$ cat src/hw/rtl/dvru_pkg.sv
package dvru_pkg;

    // fixed field widths of the channels
    localparam int OPCODE_BITS    = 2;
    localparam int IDX_BITS       = 2;
    localparam int FIELD_COST_BITS = 16;
    localparam int MASK_BITS      = 4;
    localparam int CFG_INDEX_BITS = 2;
    localparam int CFG_DATA_BITS  = 4;

    localparam logic [OPCODE_BITS-1:0] OP_WRITE   = 2'd0;
    localparam logic [OPCODE_BITS-1:0] OP_COMPUTE = 2'd1;
    localparam logic [OPCODE_BITS-1:0] OP_READ    = 2'd2;

    localparam logic [CFG_INDEX_BITS-1:0] CFG_OWN_NODE      = 2'd0;
    localparam logic [CFG_INDEX_BITS-1:0] CFG_NEIGHBOR_MASK = 2'd1;

    typedef enum logic [1:0] {
        ADDR_ITEM,
        ADDR_OWN_COL,
        ADDR_OWN_K,
        ADDR_K_COL
    } addr_sel_t;

    typedef struct packed {
        logic      capture_item;
        logic      write_item;
        logic      rd_issue;
        addr_sel_t addr_sel;
        logic      load_best;
        logic      load_a;
        logic      relax;
        logic      write_best;
        logic      col_clear;
        logic      col_inc;
        logic      k_clear;
        logic      k_inc;
        logic      load_out_item;
        logic      load_out_row;
    } dvru_cmd_t;

    typedef struct packed {
        logic own_ok;
        logic col_is_own;
        logic col_last;
        logic k_is_nbr;
        logic k_last;
    } dvru_status_t;

endpackage

$ cat src/hw/rtl/dvru_in_if.sv
interface dvru_in_if;
    import dvru_pkg::*;

    logic                       valid;
    logic                       ready;
    logic [OPCODE_BITS-1:0]     opcode;
    logic [IDX_BITS-1:0]        row_index;
    logic [IDX_BITS-1:0]        col_index;
    logic [FIELD_COST_BITS-1:0] cost_value;
    logic                       cost_unreachable;

    modport source (
        output valid, opcode, row_index, col_index, cost_value, cost_unreachable,
        input  ready
    );
    modport sink (
        input  valid, opcode, row_index, col_index, cost_value, cost_unreachable,
        output ready
    );
endinterface

$ cat src/hw/rtl/dvru_out_if.sv
interface dvru_out_if;
    import dvru_pkg::*;

    logic                       valid;
    logic                       ready;
    logic [IDX_BITS-1:0]        out_column;
    logic [FIELD_COST_BITS-1:0] out_cost;
    logic                       out_unreachable;
    logic                       last_result;

    modport source (
        output valid, out_column, out_cost, out_unreachable, last_result,
        input  ready
    );
    modport sink (
        input  valid, out_column, out_cost, out_unreachable, last_result,
        output ready
    );
endinterface

$ cat src/hw/rtl/dvru_cfg_if.sv
interface dvru_cfg_if;
    import dvru_pkg::*;

    logic                      valid;
    logic                      ready;
    logic [CFG_INDEX_BITS-1:0] index;
    logic [CFG_DATA_BITS-1:0]  data;

    modport source (output valid, index, data, input ready);
    modport sink (input valid, index, data, output ready);
endinterface

$ cat src/hw/rtl/distance_vector_route_update.sv
// Distance-vector route table of NODES x NODES link costs, each either a
// COST_BITS cost or unreachable, held in a single-port table with one valid
// flop per entry (all unreachable right after reset, no clearing pass).
// A write transaction returns nothing; a read transaction returns one result
// once its entry is read and the output register is free. A recompute
// transaction relaxes the own row in place, column by column, and then returns
// the whole row, last_result set on the final column; with own_node out of
// range it returns nothing. Every table access goes through the one memory
// port. One transaction is processed at a time; a finished result waits in
// the output register while the next input is taken.
// Configuration is accepted in every cycle: index 0 own_node, 1 neighbor_mask.
module distance_vector_route_update #(
    parameter int NODES     = 4,
    parameter int COST_BITS = 16
) (
    input  logic              clk,
    input  logic              rst_n,
    dvru_in_if.sink           in_ch,
    dvru_out_if.source        out_ch,
    dvru_cfg_if.sink          cfg_ch
);
    import dvru_pkg::*;

    dvru_cmd_t    cmd;
    dvru_status_t status;

    assign cfg_ch.ready = 1'b1;

    dvru_ctrl u_ctrl (
        .clk       (clk),
        .rst_n     (rst_n),
        .in_valid  (in_ch.valid),
        .in_ready  (in_ch.ready),
        .in_opcode (in_ch.opcode),
        .out_valid (out_ch.valid),
        .out_ready (out_ch.ready),
        .status    (status),
        .cmd       (cmd)
    );

    dvru_datapath #(
        .NODES     (NODES),
        .COST_BITS (COST_BITS)
    ) u_datapath (
        .clk              (clk),
        .rst_n            (rst_n),
        .cmd              (cmd),
        .status           (status),
        .row_index        (in_ch.row_index),
        .col_index        (in_ch.col_index),
        .cost_value       (in_ch.cost_value),
        .cost_unreachable (in_ch.cost_unreachable),
        .cfg_we           (cfg_ch.valid),
        .cfg_index        (cfg_ch.index),
        .cfg_data         (cfg_ch.data),
        .out_column       (out_ch.out_column),
        .out_cost         (out_ch.out_cost),
        .out_unreachable  (out_ch.out_unreachable),
        .last_result      (out_ch.last_result)
    );

endmodule

$ cat src/hw/rtl/dvru_ctrl.sv
module dvru_ctrl (
    input  logic                         clk,
    input  logic                         rst_n,
    input  logic                         in_valid,
    output logic                         in_ready,
    input  logic [dvru_pkg::OPCODE_BITS-1:0] in_opcode,
    output logic                         out_valid,
    input  logic                         out_ready,
    input  dvru_pkg::dvru_status_t       status,
    output dvru_pkg::dvru_cmd_t          cmd
);
    import dvru_pkg::*;

    localparam logic [3:0] S_IDLE    = 4'd0;
    localparam logic [3:0] S_RD_ADDR = 4'd1;
    localparam logic [3:0] S_RD_OUT  = 4'd2;
    localparam logic [3:0] S_COL     = 4'd3;
    localparam logic [3:0] S_BEST    = 4'd4;
    localparam logic [3:0] S_NBR     = 4'd5;
    localparam logic [3:0] S_A       = 4'd6;
    localparam logic [3:0] S_B       = 4'd7;
    localparam logic [3:0] S_WB      = 4'd8;
    localparam logic [3:0] S_EM_ADDR = 4'd9;
    localparam logic [3:0] S_EM_OUT  = 4'd10;

    logic [3:0] state_reg;
    logic [3:0] state_next;
    logic       out_valid_reg;
    logic       out_valid_next;
    logic       accept;
    logic       out_free;

    assign in_ready  = (state_reg == S_IDLE);
    assign accept    = in_valid && in_ready;
    assign out_free  = !out_valid_reg || out_ready;
    assign out_valid = out_valid_reg;

    always_comb
    begin
        cmd          = '0;
        cmd.addr_sel = ADDR_ITEM;
        state_next   = state_reg;
        unique case (state_reg)
            S_IDLE:
            begin
                if (accept)
                begin
                    unique case (in_opcode)
                        OP_WRITE:
                        begin
                            cmd.write_item = 1'b1;
                        end
                        OP_READ:
                        begin
                            cmd.capture_item = 1'b1;
                            state_next       = S_RD_ADDR;
                        end
                        OP_COMPUTE:
                        begin
                            if (status.own_ok)
                            begin
                                cmd.col_clear = 1'b1;
                                state_next    = S_COL;
                            end
                        end
                        default:
                        begin
                        end
                    endcase
                end
            end
            S_RD_ADDR:
            begin
                cmd.addr_sel = ADDR_ITEM;
                cmd.rd_issue = 1'b1;
                state_next   = S_RD_OUT;
            end
            S_RD_OUT:
            begin
                if (out_free)
                begin
                    cmd.load_out_item = 1'b1;
                    state_next        = S_IDLE;
                end
            end
            S_COL:
            begin
                if (status.col_is_own)
                begin
                    // own column keeps its value
                    if (status.col_last)
                    begin
                        cmd.col_clear = 1'b1;
                        state_next    = S_EM_ADDR;
                    end
                    else
                    begin
                        cmd.col_inc = 1'b1;
                    end
                end
                else
                begin
                    cmd.addr_sel = ADDR_OWN_COL;
                    cmd.rd_issue = 1'b1;
                    state_next   = S_BEST;
                end
            end
            S_BEST:
            begin
                cmd.load_best = 1'b1;
                cmd.k_clear   = 1'b1;
                state_next    = S_NBR;
            end
            S_NBR:
            begin
                if (status.k_is_nbr)
                begin
                    cmd.addr_sel = ADDR_OWN_K;
                    cmd.rd_issue = 1'b1;
                    state_next   = S_A;
                end
                else if (status.k_last)
                begin
                    state_next = S_WB;
                end
                else
                begin
                    cmd.k_inc = 1'b1;
                end
            end
            S_A:
            begin
                cmd.load_a   = 1'b1;
                cmd.addr_sel = ADDR_K_COL;
                cmd.rd_issue = 1'b1;
                state_next   = S_B;
            end
            S_B:
            begin
                cmd.relax = 1'b1;
                if (status.k_last)
                begin
                    state_next = S_WB;
                end
                else
                begin
                    cmd.k_inc  = 1'b1;
                    state_next = S_NBR;
                end
            end
            S_WB:
            begin
                cmd.addr_sel   = ADDR_OWN_COL;
                cmd.write_best = 1'b1;
                if (status.col_last)
                begin
                    cmd.col_clear = 1'b1;
                    state_next    = S_EM_ADDR;
                end
                else
                begin
                    cmd.col_inc = 1'b1;
                    state_next  = S_COL;
                end
            end
            S_EM_ADDR:
            begin
                cmd.addr_sel = ADDR_OWN_COL;
                cmd.rd_issue = 1'b1;
                state_next   = S_EM_OUT;
            end
            S_EM_OUT:
            begin
                if (out_free)
                begin
                    cmd.load_out_row = 1'b1;
                    if (status.col_last)
                    begin
                        state_next = S_IDLE;
                    end
                    else
                    begin
                        cmd.col_inc = 1'b1;
                        state_next  = S_EM_ADDR;
                    end
                end
            end
            default:
            begin
                state_next = S_IDLE;
            end
        endcase
    end

    always_comb
    begin
        out_valid_next = out_valid_reg;
        if (cmd.load_out_item || cmd.load_out_row)
        begin
            out_valid_next = 1'b1;
        end
        else if (out_ready)
        begin
            out_valid_next = 1'b0;
        end
    end

    always_ff @(posedge clk or negedge rst_n)
    begin
        if (!rst_n)
        begin
            state_reg     <= S_IDLE;
            out_valid_reg <= 1'b0;
        end
        else
        begin
            state_reg     <= state_next;
            out_valid_reg <= out_valid_next;
        end
    end

    a_read_latency: assert property (@(posedge clk) disable iff (!rst_n)
        (accept && in_opcode == OP_READ && !out_valid_reg) |-> ##3 out_valid_reg)
        else $error("read result not presented on time");

    a_b_after_a: assert property (@(posedge clk) disable iff (!rst_n)
        (state_reg == S_B) |-> ($past(state_reg) == S_A))
        else $error("second leg read without first leg");

    a_bad_own_idle: assert property (@(posedge clk) disable iff (!rst_n)
        (accept && in_opcode == OP_COMPUTE && !status.own_ok) |=> (state_reg == S_IDLE))
        else $error("recompute started for own node out of range");

endmodule

$ cat src/hw/rtl/dvru_datapath.sv
module dvru_datapath #(
    parameter int NODES     = 4,
    parameter int COST_BITS = 16
) (
    input  logic                                 clk,
    input  logic                                 rst_n,
    input  dvru_pkg::dvru_cmd_t                  cmd,
    output dvru_pkg::dvru_status_t               status,
    input  logic [dvru_pkg::IDX_BITS-1:0]        row_index,
    input  logic [dvru_pkg::IDX_BITS-1:0]        col_index,
    input  logic [dvru_pkg::FIELD_COST_BITS-1:0] cost_value,
    input  logic                                 cost_unreachable,
    input  logic                                 cfg_we,
    input  logic [dvru_pkg::CFG_INDEX_BITS-1:0]  cfg_index,
    input  logic [dvru_pkg::CFG_DATA_BITS-1:0]   cfg_data,
    output logic [dvru_pkg::IDX_BITS-1:0]        out_column,
    output logic [dvru_pkg::FIELD_COST_BITS-1:0] out_cost,
    output logic                                 out_unreachable,
    output logic                                 last_result
);
    import dvru_pkg::*;

    localparam int DEPTH = NODES * NODES;
    localparam int AW    = $clog2(DEPTH);
    localparam int IW    = $clog2(NODES);

    typedef struct packed {
        logic                 reach;
        logic [COST_BITS-1:0] cost;
    } entry_t;

    function automatic logic [AW-1:0] addr_of(input logic [31:0] r, input logic [31:0] c);
        return AW'(r * NODES + c);
    endfunction

    entry_t               mem [DEPTH];
    logic [DEPTH-1:0]     valid_reg;
    entry_t               rd_data_reg;
    logic                 rd_valid_reg;
    entry_t               rd_entry;

    logic [IDX_BITS-1:0]  own_reg;
    logic [MASK_BITS-1:0] mask_reg;
    logic [NODES-1:0]     nbr_vec;
    logic [IW-1:0]        own_idx;

    logic [IDX_BITS-1:0]  item_row_reg;
    logic [IDX_BITS-1:0]  item_col_reg;
    logic                 item_ok_reg;
    logic                 item_ok;

    logic [IW-1:0]        col_reg;
    logic [IW-1:0]        k_reg;
    entry_t               best_reg;
    entry_t               a_reg;

    logic [COST_BITS:0]   sum_wide;
    logic [COST_BITS-1:0] sum_sat;
    logic                 take;

    logic [AW-1:0]        raddr;
    logic [AW-1:0]        waddr;
    logic [AW-1:0]        own_col_addr;
    logic                 mem_we;
    entry_t               wdata;

    logic [IDX_BITS-1:0]        out_column_reg;
    logic [FIELD_COST_BITS-1:0] out_cost_reg;
    logic                       out_unreachable_reg;
    logic                       last_result_reg;

    genvar g;
    generate
        for (g = 0; g < NODES; g++)
        begin : g_nbr
            if (g < MASK_BITS)
            begin : g_in
                assign nbr_vec[g] = mask_reg[g];
            end
            else
            begin : g_out
                assign nbr_vec[g] = 1'b0;
            end
        end
    endgenerate

    assign own_idx = IW'(own_reg);
    assign item_ok = (32'(row_index) < NODES) && (32'(col_index) < NODES);

    assign status.own_ok     = (32'(own_reg) < NODES);
    assign status.col_is_own = (col_reg == own_idx);
    assign status.col_last   = (col_reg == IW'(NODES - 1));
    assign status.k_is_nbr   = nbr_vec[k_reg];
    assign status.k_last     = (k_reg == IW'(NODES - 1));

    assign own_col_addr = addr_of(32'(own_idx), 32'(col_reg));

    always_comb
    begin
        case (cmd.addr_sel)
            ADDR_ITEM:    raddr = addr_of(32'(item_row_reg), 32'(item_col_reg));
            ADDR_OWN_COL: raddr = own_col_addr;
            ADDR_OWN_K:   raddr = addr_of(32'(own_idx), 32'(k_reg));
            ADDR_K_COL:   raddr = addr_of(32'(k_reg), 32'(col_reg));
            default:      raddr = own_col_addr;
        endcase
    end

    always_comb
    begin
        mem_we = cmd.write_best || (cmd.write_item && item_ok);
        if (cmd.write_item)
        begin
            waddr       = addr_of(32'(row_index), 32'(col_index));
            wdata.reach = !cost_unreachable;
            wdata.cost  = cost_unreachable ? '0 : COST_BITS'(cost_value);
        end
        else
        begin
            waddr = own_col_addr;
            wdata = best_reg;
        end
    end

    // entries never written since reset read as unreachable, cost 0
    assign rd_entry = rd_valid_reg ? rd_data_reg : '0;

    always_ff @(posedge clk)
    begin
        if (mem_we)
        begin
            mem[waddr] <= wdata;
        end
        if (cmd.rd_issue)
        begin
            rd_data_reg <= mem[raddr];
        end
    end

    always_ff @(posedge clk or negedge rst_n)
    begin
        if (!rst_n)
        begin
            valid_reg    <= '0;
            rd_valid_reg <= 1'b0;
        end
        else
        begin
            if (mem_we)
            begin
                valid_reg[waddr] <= 1'b1;
            end
            if (cmd.rd_issue)
            begin
                rd_valid_reg <= valid_reg[raddr];
            end
        end
    end

    // relax: a_reg holds own-to-neighbor, rd_entry neighbor-to-target
    assign sum_wide = {1'b0, a_reg.cost} + {1'b0, rd_entry.cost};
    assign sum_sat  = sum_wide[COST_BITS] ? '1 : sum_wide[COST_BITS-1:0];
    assign take     = a_reg.reach && rd_entry.reach &&
                      (!best_reg.reach || (sum_sat < best_reg.cost));

    always_ff @(posedge clk)
    begin
        if (cmd.load_best)
        begin
            best_reg <= rd_entry;
        end
        else if (cmd.relax && take)
        begin
            best_reg.reach <= 1'b1;
            best_reg.cost  <= sum_sat;
        end
        if (cmd.load_a)
        begin
            a_reg <= rd_entry;
        end
        if (cmd.capture_item)
        begin
            item_row_reg <= row_index;
            item_col_reg <= col_index;
            item_ok_reg  <= item_ok;
        end
    end

    always_ff @(posedge clk or negedge rst_n)
    begin
        if (!rst_n)
        begin
            own_reg  <= '0;
            mask_reg <= '0;
            col_reg  <= '0;
            k_reg    <= '0;
        end
        else
        begin
            if (cfg_we)
            begin
                case (cfg_index)
                    CFG_OWN_NODE:      own_reg  <= cfg_data[IDX_BITS-1:0];
                    CFG_NEIGHBOR_MASK: mask_reg <= cfg_data[MASK_BITS-1:0];
                    default:
                    begin
                    end
                endcase
            end
            if (cmd.col_clear)
            begin
                col_reg <= '0;
            end
            else if (cmd.col_inc)
            begin
                col_reg <= col_reg + 1'b1;
            end
            if (cmd.k_clear)
            begin
                k_reg <= '0;
            end
            else if (cmd.k_inc)
            begin
                k_reg <= k_reg + 1'b1;
            end
        end
    end

    always_ff @(posedge clk)
    begin
        if (cmd.load_out_item)
        begin
            out_column_reg      <= item_col_reg;
            out_unreachable_reg <= !(item_ok_reg && rd_entry.reach);
            out_cost_reg        <= (item_ok_reg && rd_entry.reach) ?
                                   FIELD_COST_BITS'(rd_entry.cost) : '0;
            last_result_reg     <= 1'b1;
        end
        else if (cmd.load_out_row)
        begin
            out_column_reg      <= IDX_BITS'(col_reg);
            out_unreachable_reg <= !rd_entry.reach;
            out_cost_reg        <= rd_entry.reach ? FIELD_COST_BITS'(rd_entry.cost) : '0;
            last_result_reg     <= status.col_last;
        end
    end

    assign out_column      = out_column_reg;
    assign out_cost        = out_cost_reg;
    assign out_unreachable = out_unreachable_reg;
    assign last_result     = last_result_reg;

    a_relax_monotonic: assert property (@(posedge clk) disable iff (!rst_n)
        (cmd.relax && best_reg.reach) |=>
            (best_reg.reach && best_reg.cost <= $past(best_reg.cost)))
        else $error("relaxation made the best path worse");

    a_no_rw_collision: assert property (@(posedge clk) disable iff (!rst_n)
        !(mem_we && cmd.rd_issue))
        else $error("table read and write in the same cycle");

    a_write_marks_valid: assert property (@(posedge clk) disable iff (!rst_n)
        mem_we |=> valid_reg[$past(waddr)])
        else $error("written entry not marked valid");

endmodule
$ cat src/flat_wrapper.sv
// flat-port wrapper written by rule: the top's interface ports become plain ports
module distance_vector_route_update_flat import dvru_pkg::*;
#(
    parameter int NODES     = 4,
    parameter int COST_BITS = 16
)
  (clk, rst_n, in_ch_valid, in_ch_opcode, in_ch_row_index, in_ch_col_index, in_ch_cost_value, in_ch_cost_unreachable, in_ch_ready, out_ch_valid, out_ch_out_column, out_ch_out_cost, out_ch_out_unreachable, out_ch_last_result, out_ch_ready, cfg_ch_valid, cfg_ch_index, cfg_ch_data, cfg_ch_ready);
  dvru_in_if in_ch_i ();
  dvru_out_if out_ch_i ();
  dvru_cfg_if cfg_ch_i ();
  input  logic clk;
  input  logic rst_n;
  input wire logic [$bits(in_ch_i.valid)-1:0] in_ch_valid;
  input wire logic [$bits(in_ch_i.opcode)-1:0] in_ch_opcode;
  input wire logic [$bits(in_ch_i.row_index)-1:0] in_ch_row_index;
  input wire logic [$bits(in_ch_i.col_index)-1:0] in_ch_col_index;
  input wire logic [$bits(in_ch_i.cost_value)-1:0] in_ch_cost_value;
  input wire logic [$bits(in_ch_i.cost_unreachable)-1:0] in_ch_cost_unreachable;
  output wire logic [$bits(in_ch_i.ready)-1:0] in_ch_ready;
  output wire logic [$bits(out_ch_i.valid)-1:0] out_ch_valid;
  output wire logic [$bits(out_ch_i.out_column)-1:0] out_ch_out_column;
  output wire logic [$bits(out_ch_i.out_cost)-1:0] out_ch_out_cost;
  output wire logic [$bits(out_ch_i.out_unreachable)-1:0] out_ch_out_unreachable;
  output wire logic [$bits(out_ch_i.last_result)-1:0] out_ch_last_result;
  input wire logic [$bits(out_ch_i.ready)-1:0] out_ch_ready;
  input wire logic [$bits(cfg_ch_i.valid)-1:0] cfg_ch_valid;
  input wire logic [$bits(cfg_ch_i.index)-1:0] cfg_ch_index;
  input wire logic [$bits(cfg_ch_i.data)-1:0] cfg_ch_data;
  output wire logic [$bits(cfg_ch_i.ready)-1:0] cfg_ch_ready;
  assign in_ch_i.valid = in_ch_valid;
  assign in_ch_i.opcode = in_ch_opcode;
  assign in_ch_i.row_index = in_ch_row_index;
  assign in_ch_i.col_index = in_ch_col_index;
  assign in_ch_i.cost_value = in_ch_cost_value;
  assign in_ch_i.cost_unreachable = in_ch_cost_unreachable;
  assign in_ch_ready = in_ch_i.ready;
  assign out_ch_valid = out_ch_i.valid;
  assign out_ch_out_column = out_ch_i.out_column;
  assign out_ch_out_cost = out_ch_i.out_cost;
  assign out_ch_out_unreachable = out_ch_i.out_unreachable;
  assign out_ch_last_result = out_ch_i.last_result;
  assign out_ch_i.ready = out_ch_ready;
  assign cfg_ch_i.valid = cfg_ch_valid;
  assign cfg_ch_i.index = cfg_ch_index;
  assign cfg_ch_i.data = cfg_ch_data;
  assign cfg_ch_ready = cfg_ch_i.ready;
  distance_vector_route_update #(.NODES(NODES), .COST_BITS(COST_BITS)) u_core (.clk(clk), .rst_n(rst_n), .in_ch(in_ch_i), .out_ch(out_ch_i), .cfg_ch(cfg_ch_i));
endmodule
$ cat config.mk
export PLATFORM = sky130hd
export DESIGN_NAME = distance_vector_route_update_flat
export DESIGN_NICKNAME = d
export VERILOG_FILES = /design/src/hw/rtl/dvru_pkg.sv /design/src/hw/rtl/dvru_in_if.sv /design/src/hw/rtl/dvru_out_if.sv /design/src/hw/rtl/dvru_cfg_if.sv /design/src/hw/rtl/distance_vector_route_update.sv /design/src/hw/rtl/dvru_ctrl.sv /design/src/hw/rtl/dvru_datapath.sv /design/src/flat_wrapper.sv
export SDC_FILE = /design/constraint.sdc
export NUM_CORES = 1
export LEC_CHECK = 0
export BUFFER_PORTS_ARGS = -buffer_cell sky130_fd_sc_hd__buf_2
export CORE_MARGIN = 8
export CORE_UTILIZATION = 61
export CTS_BUF_LIST = sky130_fd_sc_hd__clkbuf_4
export DETAILED_ROUTE_END_ITERATION = 10
export GPL_ROUTABILITY_DRIVEN = 0
export PLACE_DENSITY = 0.79
export SYNTH_ARGS = -nofsm -noshare
export SYNTH_HDL_FRONTEND = slang
export SYNTH_SLANG_ARGS = --single-unit
$ cat constraint.sdc
create_clock -name clk -period 7.4 [get_ports clk]
set_input_delay 1.11 -clock clk [delete_from_list [all_inputs] [get_ports clk]]
set_output_delay 1.11 -clock clk [all_outputs]
set_load 0.005 [all_outputs]
==> impl_metrics.tcl <==
set metrics [dict create \
    vias 11000 \
    grt_pass1_wl_um 59400 \
    top_register "u_core.u_datapath.mem" \
    cp_slowest_cell "dfrtp_1" \
    setup_tns_ns 0 \
    cts_hold_buf 0 \
    cts.sinks 379 \
    post_cts_buffers 0 \
    setup_viol 0 \
    die_h_um 183 \
    switching_share_pct 38.6 \
    io_buffer_count 55 \
    cts_max_level 3 \
    post-route-period-util_pct 70.9 \
    largest_reg_flops 272 \
    fin_crit_ns 5.25 \
    drtAntennaViolNets 0 \
    wl_met3_um 2810 \
    crit_path_max_incr_delay_ns 0.68 \
    peakVddDrop_mv 0.468 \
    clockBufferDepth 3 \
    first_global_vias 11000 \
    crit_type "reg2reg" \
    num_rows 61 \
    synth_cell_type_count 65 \
    layout-drive-gt1-share_pct 23.1 \
    insertion_delay_ns 0.72 \
    leakagePower_uw 0.00703 \
    async_reset_ff_share_pct 8.44 \
    min_path_type "in2async" \
    synth_nets 1321 \
    dpl_worst_slack_ns 2.22 \
    drt_wl_total_um 38800 \
    cts_resized 0 \
    die_width_um 183 \
    route.met2.wl_um 19100 \
    grt_max_degree 142 \
    crit_required_ns 7.80 \
    outcome "completed" \
    crit_path_start_kind "flop" \
    crit_fanout 34 \
    end_kind "flop" \
    p_int_uw 5300 \
    synth_area_per_cell_sq_um 13.6 \
    overflow 0 \
    maxCapViolCount 0 \
    ys_ff_latch 379 \
    p_comb_share_pct 44.3 \
    drc_errors 0 \
    tightest_slew_ns 1.24 \
    crit_path_cell_trace "and2_1 -> ha_1 -> fa_1 -> a21oi_1 -> o2111ai_1 -> a21oi_1 -> nor3_1 -> a221o_1 -> inv_1 -> o21ai_0 -> ha_1 -> a21o_1 -> a21o_1 -> a21oi_1 -> o221ai_1 -> o21ai_1 -> buf_4" \
    fin_ws_ns 2.15 \
    wl_met1_um 15900 \
    die_area_sq_um 33400 \
    synthFlopType "edfxtp_1" \
    via_per_inst 6.01 \
    finalNetCount 1445 \
    p_sw_uw 3340 \
    first_pass_iters 5 \
    hold_viol_final 0 \
    drt_iter0_drc 1131 \
    synthCells 1253 \
    dp_hpwl_um 23400 \
    antenna_found_initial 1 \
    io_pins 57 \
    globalRouteTotalUtil_pct 23.1 \
    cts_inserted_buffers 93 \
    cts_tree "yes" \
    syn_to_final_growth_pct 11.5 \
    routedWlPerCell_um 21.3 \
    synth.yosys.seq_area_share_pct 66.0 \
    clkTransAtPathRegs_ns 0.07 \
    initial_utilization_pct 61.5 \
    ys_warn_count 0 \
    synth-edff-count 346 \
    highest_layer "met4" \
    share_seq_of_total_power_pct 36.0 \
    worst_path_most_repeated_cell "a21oi_1" \
    syn_area_sq_um 17000 \
    r2r_slack_ns 2.15 \
    clock.fmax_mhz 191 \
    p_clk_share_pct 19.7 \
    p_per_area_nw_per_um2 456 \
    slew-limit-headroom_pct 17.4 \
    rsz0062_at_grt "no" \
    critPathArrivalTime_ns 5.65 \
    core_area_sq_um 27600 \
    skew_ns 0.0426 \
    drv_slew 0 \
    root_buffer "clkbuf_4" \
]
==> final timing paths <==
path | startpoint | to | cells past startpoint
max | u_core.u_datapath.rd_valid_reg | u_core.u_datapath.best_reg[12] | 17
min | rst_n | u_core.u_datapath.valid_reg[8] | 1
max reg2reg | u_core.u_datapath.rd_valid_reg | u_core.u_datapath.best_reg[12] | 17
min reg2reg | u_core.u_datapath.valid_reg[8] | u_core.u_datapath.valid_reg[8] | 1
max in group asynchronous | rst_n | u_core.u_datapath.valid_reg[7] | 1
min in group clk | u_core.u_datapath.valid_reg[8] | u_core.u_datapath.valid_reg[8] | 1
==> cell type report <==
type,instances,area [sq um]
Antenna cell,1,2.50
Clock buffer,131,983
Clock inverter,34,195
Fill cell,1913,8680
Inverter,37,139
Multi-Input combinational cell,770,5330
Sequential cell,379,11200
Tap cell,378,473
Timing Repair Buffer,96,608
==> cell usage in the layout (no fill, tap or decap), drive strengths merged, types with 3 or more instances in the layout <==
cell,instances
and3,36
o21ai,42
o21bai,3
o221ai,3
xnor2,9
nand3,9
a31oi,48
inv,39
nand3b,17
mux2,35
o32ai,20
nand2,145
and2,70
a221o,18
or2,22
ha,33
nand2b,8
nand4,3
o21a,4
a211oi,52
o2111ai,3
nor3b,7
nor2,47
edfxtp,346
a21oi,22
clkinv,28
xor2,7
mux2i,49
nor3,14
buf,96
dfrtp,32
clkbuf,131
a21o,7
nor2b,7
==> kinds of logic (layout without fill, tap and decap cells) <==
logic type / Yosys count / after routing / synth area share (%)
buffers and inverters: 104 / 298 / 3.02
other: 1 / 2 / 0.0221
AND/OR/NAND/NOR: 394 / 394 / 11.8
AO/OA/AOI/OAI: 240 / 240 / 10.5
multiplexers: 85 / 85 / 5.34
XOR/XNOR: 16 / 16 / 0.825
flip-flops: 379 / 379 / 66.0
adder cells (fa/ha/maj): 34 / 34 / 2.55
==> metrics by stage <==
| stage | total power, uW | util, % | area [sq um] | instances | hold WS (ns) |
|---|---|---|---|---|---|
| CTS | 8610 | 68.6 | 18900 | 1825 | 0.437 |
| global placement | 6770 | 64.3 | 17800 | 1660 | 0.452 |
| detailed placement | 6890 | 64.3 | 17800 | 1660 | 0.456 |
| global route | 9120 | 68.6 | 18900 | 1826 | 0.472 |
| finish | 8640 | 68.6 | 18900 | 1826 | 0.468 |
| floorplan | 5910 | - | 17000 | 1253 | 0.439 |
==> power groups by stage <==
stage	clock network, uW	registers (uW)	logic, uW
4_1_cts	1740	3100	3770
2_1_floorplan	0	3060	2860
3_3_place_gp	0	3140	3630
3_5_place_dp	0	3150	3740
6_report	1700	3110	3830
5_1_grt	1850	3140	4130
==> layer usage <==
metal | vias up | GRT usage [%]
met5 | - | 0
met4 | 0 | 9.89
met3 | 90 | 4.59
met2 | 498 | 38.5
met1 | 5340 | 29.2
li1 | 5055 | -
==> synthesized netlist by cell type, types with 2 or more instances <==
master / n / area [sq um]
buf_2: 8 / 40.0
a211oi_2: 16 / 200
a31oi_1: 48 / 300
inv_1: 36 / 135
xnor2_1: 9 / 78.8
nand2_1: 145 / 544
o2111ai_1: 3 / 26.3
o32ai_1: 20 / 175
nor3b_1: 7 / 52.6
dfrtp_1: 32 / 801
clkbuf_1: 42 / 158
buf_6: 13 / 146
nor2_1: 47 / 176
o21ba_2: 2 / 20.0
a22oi_1: 2 / 15.0
o21bai_1: 2 / 15.0
ha_1: 33 / 413
nor2b_1: 7 / 43.8
nor4_1: 2 / 12.5
mux2_2: 35 / 394
and2_1: 69 / 432
nor3_1: 14 / 70.1
or2_2: 22 / 138
xor2_1: 7 / 61.3
or3_1: 2 / 12.5
a21o_1: 7 / 52.6
nand2b_1: 8 / 50.1
o21ai_0: 42 / 210
edfxtp_1: 346 / 10400
a211oi_1: 36 / 270
mux2i_1: 49 / 490
o21a_1: 4 / 30.0
nand4_1: 3 / 18.8
o311ai_0: 2 / 17.5
a221o_1: 18 / 180
nand3b_1: 17 / 128
and3_1: 36 / 225
o221ai_1: 2 / 17.5
nand3_1: 9 / 45.0
a21oi_1: 22 / 110
a2111oi_0: 2 / 17.5
buf_4: 4 / 30.0
==> critical path, delay by kind of cell (launching register included) <==
kind	cells	cell delay, ns
AND/OR/NAND/NOR	2	0.44
adder cells (fa/ha/maj)	3	1.09
flip-flops	1	0.68
AO/OA/AOI/OAI	10	2.13
buffers and inverters	2	0.60
Power figures use the tool's default switching activity.
